--- src/rtl/ray_ground_point_classifier_core_assert.svh ---
// Assertion macros for the ray ground point classifier.
`ifndef RAY_GROUND_POINT_CLASSIFIER_CORE_ASSERT_SVH
`define RAY_GROUND_POINT_CLASSIFIER_CORE_ASSERT_SVH

// Same-cycle implication.
`define RGPC_ASSERT_NOW(label, clk, rst, ante, cons) \
   label: assert property (@(posedge clk) disable iff (rst) (ante) |-> (cons)) \
      else $error("rgpc assertion failed");

// Next-cycle implication.
`define RGPC_ASSERT_NEXT(label, clk, rst, ante, cons) \
   label: assert property (@(posedge clk) disable iff (rst) (ante) |=> (cons)) \
      else $error("rgpc assertion failed");

`endif

--- src/rtl/rgpc_pkg.sv ---
package rgpc_pkg;

   localparam int unsigned RadiusWidth   = 18;
   localparam int unsigned HeightWidth   = 16;
   localparam int unsigned SensorWidth   = 13;
   localparam int unsigned TanWidth      = 16;
   localparam int unsigned MinHeightWidth = 10;
   localparam int unsigned ConcDistWidth = 14;
   localparam int unsigned CsrIndexWidth = 3;
   localparam int unsigned CsrDataWidth  = 16;

   typedef enum logic [CsrIndexWidth-1:0] {
      CSR_SENSOR_HEIGHT  = 3'd0,
      CSR_LOCAL_SLOPE    = 3'd1,
      CSR_GENERAL_SLOPE  = 3'd2,
      CSR_MIN_LOCAL_HGT  = 3'd3,
      CSR_CONCENTRIC     = 3'd4
   } csr_index_type;

   localparam logic [SensorWidth-1:0]    SensorHeightReset = 13'd360;
   localparam logic [TanWidth-1:0]       LocalSlopeReset   = 16'd3435;
   localparam logic [TanWidth-1:0]       GeneralSlopeReset = 16'd2289;
   localparam logic [MinHeightWidth-1:0] MinLocalReset     = 10'd50;
   localparam logic [ConcDistWidth-1:0]  ConcentricReset   = 14'd100;

endpackage

--- src/rtl/ray_ground_point_classifier_core.sv ---
// Classifies lidar points, streamed ray by ray in order of radius, as ground or not. One point
// is accepted every cycle unless req_stall is high; it passes through one input register and
// one result register. A stalled result holds the pipeline and raises req_stall once the
// input register is also full.
// Throughput is set by the per-point state loop: the previous point's radius, height and ground
// flag feed the local Q0.16 slope multiply and the threshold compares of the next point.
// Registers are written through the csr port, which is always ready; write them only
// while no point is in flight. Register indexes above four are ignored.
module ray_ground_point_classifier_core (
   input  logic                                   clock,
   input  logic                                   reset,
   input  logic                                   req_valid,
   output logic                                   req_stall,
   input  logic [rgpc_pkg::RadiusWidth-1:0]       req_radius_mm,
   input  logic signed [rgpc_pkg::HeightWidth-1:0] req_height_mm,
   input  logic                                   req_ray_start,
   output logic                                   rsp_valid,
   input  logic                                   rsp_stall,
   output logic                                   rsp_is_ground,
   input  logic                                   csr_valid,
   output logic                                   csr_ready,
   input  logic [rgpc_pkg::CsrIndexWidth-1:0]     csr_index,
   input  logic [rgpc_pkg::CsrDataWidth-1:0]      csr_wdata
);

   // configuration
   logic [rgpc_pkg::SensorWidth-1:0]    sensor_height_ff;
   logic [rgpc_pkg::TanWidth-1:0]       local_tan_ff;
   logic [rgpc_pkg::TanWidth-1:0]       general_tan_ff;
   logic [rgpc_pkg::MinHeightWidth-1:0] min_local_ff;
   logic [rgpc_pkg::ConcDistWidth-1:0]  conc_dist_ff;

   // input stage
   logic                                    s1_valid_ff;
   logic [rgpc_pkg::RadiusWidth-1:0]        s1_radius_ff;
   logic signed [rgpc_pkg::HeightWidth-1:0] s1_height_ff;
   logic                                    s1_start_ff;

   // per-ray state
   logic [rgpc_pkg::RadiusWidth-1:0]  last_radius_ff;
   logic signed [16:0]                last_height_ff;
   logic                              last_ground_ff;

   // result
   logic rsp_valid_ff;
   logic rsp_ground_ff;

   logic advance;
   logic req_accept;

   logic [rgpc_pkg::RadiusWidth-1:0] base_radius;
   logic signed [16:0]               base_height;
   logic                             base_ground;
   logic signed [16:0]               neg_sensor;

   logic signed [18:0] step;
   logic signed [35:0] local_prod;
   logic signed [35:0] floor_thr;
   logic signed [35:0] local_thr;
   logic signed [17:0] hdiff;
   logic signed [35:0] hdiff_q;
   logic               local_ok;

   logic [33:0]        general_prod;
   logic signed [35:0] general_thr;
   logic signed [17:0] gdiff;
   logic signed [35:0] gdiff_q;
   logic               general_ok;

   logic ground_in;

   assign csr_ready  = 1'b1;
   assign advance    = s1_valid_ff && (!rsp_valid_ff || !rsp_stall);
   assign req_stall  = s1_valid_ff && !advance;
   assign req_accept = req_valid && !req_stall;

   assign rsp_valid     = rsp_valid_ff;
   assign rsp_is_ground = rsp_ground_ff;

   always_ff @(posedge clock) begin
      if (reset) begin
         sensor_height_ff <= rgpc_pkg::SensorHeightReset;
         local_tan_ff     <= rgpc_pkg::LocalSlopeReset;
         general_tan_ff   <= rgpc_pkg::GeneralSlopeReset;
         min_local_ff     <= rgpc_pkg::MinLocalReset;
         conc_dist_ff     <= rgpc_pkg::ConcentricReset;
      end else if (csr_valid && csr_ready) begin
         case (rgpc_pkg::csr_index_type'(csr_index))
            rgpc_pkg::CSR_SENSOR_HEIGHT: begin
               sensor_height_ff <= csr_wdata[rgpc_pkg::SensorWidth-1:0];
            end
            rgpc_pkg::CSR_LOCAL_SLOPE: begin
               local_tan_ff <= csr_wdata[rgpc_pkg::TanWidth-1:0];
            end
            rgpc_pkg::CSR_GENERAL_SLOPE: begin
               general_tan_ff <= csr_wdata[rgpc_pkg::TanWidth-1:0];
            end
            rgpc_pkg::CSR_MIN_LOCAL_HGT: begin
               min_local_ff <= csr_wdata[rgpc_pkg::MinHeightWidth-1:0];
            end
            rgpc_pkg::CSR_CONCENTRIC: begin
               conc_dist_ff <= csr_wdata[rgpc_pkg::ConcDistWidth-1:0];
            end
            default: begin
            end
         endcase
      end
   end

   // ray start replaces the carried state before the point is judged
   always_comb begin
      neg_sensor  = -$signed({4'b0, sensor_height_ff});
      base_radius = s1_start_ff ? '0 : last_radius_ff;
      base_height = s1_start_ff ? neg_sensor : last_height_ff;
      base_ground = s1_start_ff ? 1'b0 : last_ground_ff;

      // all thresholds compared in units of 2^-16 mm
      step       = $signed({1'b0, s1_radius_ff}) - $signed({1'b0, base_radius});
      local_prod = $signed({1'b0, local_tan_ff}) * step;
      floor_thr  = $signed({10'b0, min_local_ff, 16'b0});
      if ((s1_radius_ff > {4'b0, conc_dist_ff}) && (local_prod < floor_thr)) begin
         local_thr = floor_thr;
      end else begin
         local_thr = local_prod;
      end
      hdiff    = {{2{s1_height_ff[15]}}, s1_height_ff} - {base_height[16], base_height};
      hdiff_q  = {{2{hdiff[17]}}, hdiff, 16'b0};
      local_ok = (hdiff_q <= local_thr) && (hdiff_q >= -local_thr);

      general_prod = general_tan_ff * s1_radius_ff;
      general_thr  = $signed({2'b0, general_prod});
      gdiff        = {{2{s1_height_ff[15]}}, s1_height_ff} + $signed({5'b0, sensor_height_ff});
      gdiff_q      = {{2{gdiff[17]}}, gdiff, 16'b0};
      general_ok   = (gdiff_q <= general_thr) && (gdiff_q >= -general_thr);

      ground_in = local_ok && (base_ground || general_ok);
   end

   always_ff @(posedge clock) begin
      if (reset) begin
         s1_valid_ff    <= 1'b0;
         rsp_valid_ff   <= 1'b0;
         last_radius_ff <= '0;
         last_height_ff <= -$signed({4'b0, rgpc_pkg::SensorHeightReset});
         last_ground_ff <= 1'b0;
      end else begin
         if (req_accept) begin
            s1_valid_ff <= 1'b1;
         end else if (advance) begin
            s1_valid_ff <= 1'b0;
         end
         if (advance) begin
            rsp_valid_ff   <= 1'b1;
            last_radius_ff <= s1_radius_ff;
            last_height_ff <= {s1_height_ff[15], s1_height_ff};
            last_ground_ff <= ground_in;
         end else if (!rsp_stall) begin
            rsp_valid_ff <= 1'b0;
         end
      end
   end

   always_ff @(posedge clock) begin
      if (req_accept) begin
         s1_radius_ff <= req_radius_mm;
         s1_height_ff <= req_height_mm;
         s1_start_ff  <= req_ray_start;
      end
      if (advance) begin
         rsp_ground_ff <= ground_in;
      end
   end

`include "ray_ground_point_classifier_core_assert.svh"

   // accepted point lands in the input stage
   `RGPC_ASSERT_NEXT(a_accept_fills_s1, clock, reset, req_accept, s1_valid_ff)

   // state follows the point that moved to the result register
   `RGPC_ASSERT_NEXT(a_state_tracks_result, clock, reset, advance,
      (last_radius_ff == $past(s1_radius_ff)) && (last_ground_ff == rsp_ground_ff))

   // a pending ground result always matches the carried ground flag
   `RGPC_ASSERT_NOW(a_ground_matches_state, clock, reset, rsp_valid_ff,
      rsp_ground_ff == last_ground_ff)

endmodule

--- config.mk ---
export PLATFORM = sky130hd
export DESIGN_NAME = ray_ground_point_classifier_core
export DESIGN_NICKNAME = d
export VERILOG_FILES = /design/src/rtl/rgpc_pkg.sv /design/src/rtl/ray_ground_point_classifier_core.sv
export VERILOG_INCLUDE_DIRS = /design/src /design/src/rtl
export SDC_FILE = /design/constraint.sdc
export NUM_CORES = 2
export LEC_CHECK = 0
export ABC_AREA = 0
export BUFFER_PORTS_ARGS = -buffer_cell sky130_fd_sc_hd__buf_2
export CAP_MARGIN = 20
export CORE_UTILIZATION = 35
export DETAILED_ROUTE_END_ITERATION = 12
export MAX_ROUTING_LAYER = met4
export PLACE_DENSITY = 0.54
export RECOVER_POWER = 100
export REMOVE_ABC_BUFFERS = 1
export SETUP_SLACK_MARGIN = 0.15
export SLEW_MARGIN = 40
export SYNTH_ARGS = -nofsm -noshare
export SYNTH_HDL_FRONTEND = slang
export SYNTH_SLANG_ARGS = --single-unit
--- constraint.sdc ---
create_clock -name clock -period 15.1 [get_ports clock]
set_input_delay 2.265 -clock clock [delete_from_list [all_inputs] [get_ports clock]]
set_output_delay 2.265 -clock clock [all_outputs]
set_load 0.05 [all_outputs]
==> flow_summary.toml <==
[layout]
multi_input_area_mm2 = 0.0263
final_util = 0.381
layout_common_cells = "723 x inv_1, 656 x nand2_1, 532 x fa_1"
drive_gt1_frac = 0.0515
regArea_mm2 = 0.00321
layout_commonest_cell = "inv_1"
area_growth_pct = 7.08
fin_nets = 4829
finalInstanceArea_mm2 = 0.0352
fill_cells = 9570

[cts]
htree_num_levels = 4
clkTransAtPathRegs_ps = 70
clockBufferDepth = 2
cts_tree = "built"
cts_root_buf = "clkbuf_16"
hold_buffers = 0
cts_buffers = 17
clk_latency_ps = 440
cts.sinks = 142
cts_resized = 0
cts_setup_buffers = 0

[logic_synthesis]
yosys_warnings = 0
syn_area_per_cell_um2 = 8.40
synth_top_family_by_area = "adder cells"
ys.flop_type = "dfxtp_1"
synth_seq_area_share = 0.0976
synth_cell_type_count = 94
ys_async_sr_fraction = 0
synth_compound_area_frac = 0.0973
synth_xor_area_frac = 0.0360
synthMuxAreaShare = 0.0111
netlist_area_mm2 = 0.0328
syn_inst = 3908
synthAdderAreaFrac = 0.457
synth-edff-count = 36
yosys.area_share.simple = 0.198
synth-seq-cells = 142

[placement]
dp.final_hpwl_um = 75700
place_area_mm2 = 0.0346
post-place-ws_ps = 1150
place_congestion = 0.894
portBuffers = 61

[timing]
setup_viol = 0
skew_ps = 12.7
relSlewSlack = -0.280
hold_viol = 0
worst_pin_slew_ps = 1920
finalCriticalPeriod_ps = 13740
rsz0062_at_grt = "no"
finalCritPeriodShare = 0.910
finalMaxSlewViolations = 102
worst_slack_ps = 1360
fin_setup_tns_ps = 0
fmax_mhz = 72.8

[drt]
via_per_inst = 4.99
drtIter0Drc = 1575
routedWlPerCell_um = 18.2
wl_um = 93500
vias = 25700
dr.pass1.iters = 5
detail-route-antenna-nets = 0
drcViolationCount = 0

[floorplanning]
row_count = 111
core_mm2 = 0.0922
dieArea_mm2 = 0.0950
die_y_um = 308
initial_utilization = 0.356
die_w_um = 308
num_io_pins = 63

[global_route]
grt_overflow = 0
grt_pass1_wl_um = 153000
globalRouteMet2Util = 0.322
grt_pass1_vias = 26400
grt_max_degree = 109
antenna_found_initial = 9
grt_busiest_layer = "met2"
grtUsageMet3 = 0.0209
grt_use_total = 0.212
use_met1 = 0.307

[worst_setup_path]
cp_max_fo = 22
cp_slowest_stage_delay_ps = 580
cpMostUsedCell = "fa_1"
slowest_stage = "fa_1"
r2r_cells = 54
required_ps = 15440
crit_path_end_kind = "flop"
worst-setup-path-type = "reg -> reg"
cp.arrival_ps = 14080
start_kind = "flop"

[worst_hold_path]
hold_depth = 2
hold_path_class = "reg -> reg"

[status]
status = "complete, but fails checks"
violations = "capacitance limit, slew limit"

[job]
maxCapViolations = 3
==> path summary, 6_finish.rpt <==
kind | end | slack (ps) | from
hold reg to reg | last_radius_ff[0]$_SDFFE_PP0P_ | 450 | last_radius_ff[0]$_SDFFE_PP0P_
hold / removal | last_radius_ff[0]$_SDFFE_PP0P_ | 450 | last_radius_ff[0]$_SDFFE_PP0P_
setup / recovery | last_ground_ff$_SDFFE_PP0P_ | 1360 | s1_start_ff$_DFFE_PP_
setup reg to reg | last_ground_ff$_SDFFE_PP0P_ | 1360 | s1_start_ff$_DFFE_PP_
==> registers in the layout (all words and copies together), names as in the netlist <==
name / cells
min_local_ff: 10
rsp_valid: 1
last_radius_ff: 18
s1_valid_ff: 1
last_height_ff: 16
s1_height_ff: 16
s1_radius_ff: 18
last_ground_ff: 1
sensor_height_ff: 13
s1_start_ff: 1
rsp_is_ground: 1
local_tan_ff: 16
conc_dist_ff: 14
general_tan_ff: 16
==> cells by family (layout without fill, tap and decap cells) <==
family	count (synthesis)	count (layout)
mux	35	35
simple gates	1326	1326
xor+xnor	135	135
fa+ha+maj	880	880
compound gates	496	496
buf+inv	893	888
other cells	1	6
flops	142	142
==> stage by stage <==
stage / hold slack [ps] / cells
3_3_place_gp: 441 / 5114
2_1_floorplan: 426 / 3739
5_1_grt: 467 / 5150
3_5_place_dp: 444 / 5114
6_report: 452 / 5151
4_1_cts: 453 / 5146
==> routing by layer <==
layer	wire length, µm	vias to the layer above
li1	-	12300
met1	46300	12800
met2	41700	542
met3	4140	58
met4	1480	0
met5	0	-
==> critical path: cells and delay by family, from the launching register on <==
family,cells,cell delay [ps]
adder cells (fa/ha/maj),11,4800
AO/OA/AOI/OAI,20,4010
AND/OR/NAND/NOR,12,2440
buffers and inverters,7,1070
multiplexers,2,570
XOR/XNOR,2,410
flip-flops,1,340
==> area by class of cell <==
type	count	share of cell area
flip-flops and latches	142	0.0913
inverters	724	0.0773
clock buffers	17	0.0121
diodes	5	0.000356
clock inverters	15	0.00434
repair buffers	132	0.0232
well taps	1243	0.0442
multi-input cells	2873	0.747
==> synth_stat cells (48+ instances only) <==
cell type	count	area share
nand2_1	656	0.075
xnor2_1	87	0.023
and2_1	215	0.041
inv_1	723	0.083
a21o_1	50	0.011
clkbuf_1	140	0.016
ha_1	348	0.13
o21ai_0	78	0.012
nor2b_1	50	0.0095
xor2_1	48	0.013
dfxtp_1	106	0.065
nand3b_1	49	0.011
a21oi_1	180	0.027
fa_1	532	0.32
nor2_1	108	0.012
Power is not shown: default switching activity piles up to over one toggle a cycle in this logic, so the estimate is an artifact.
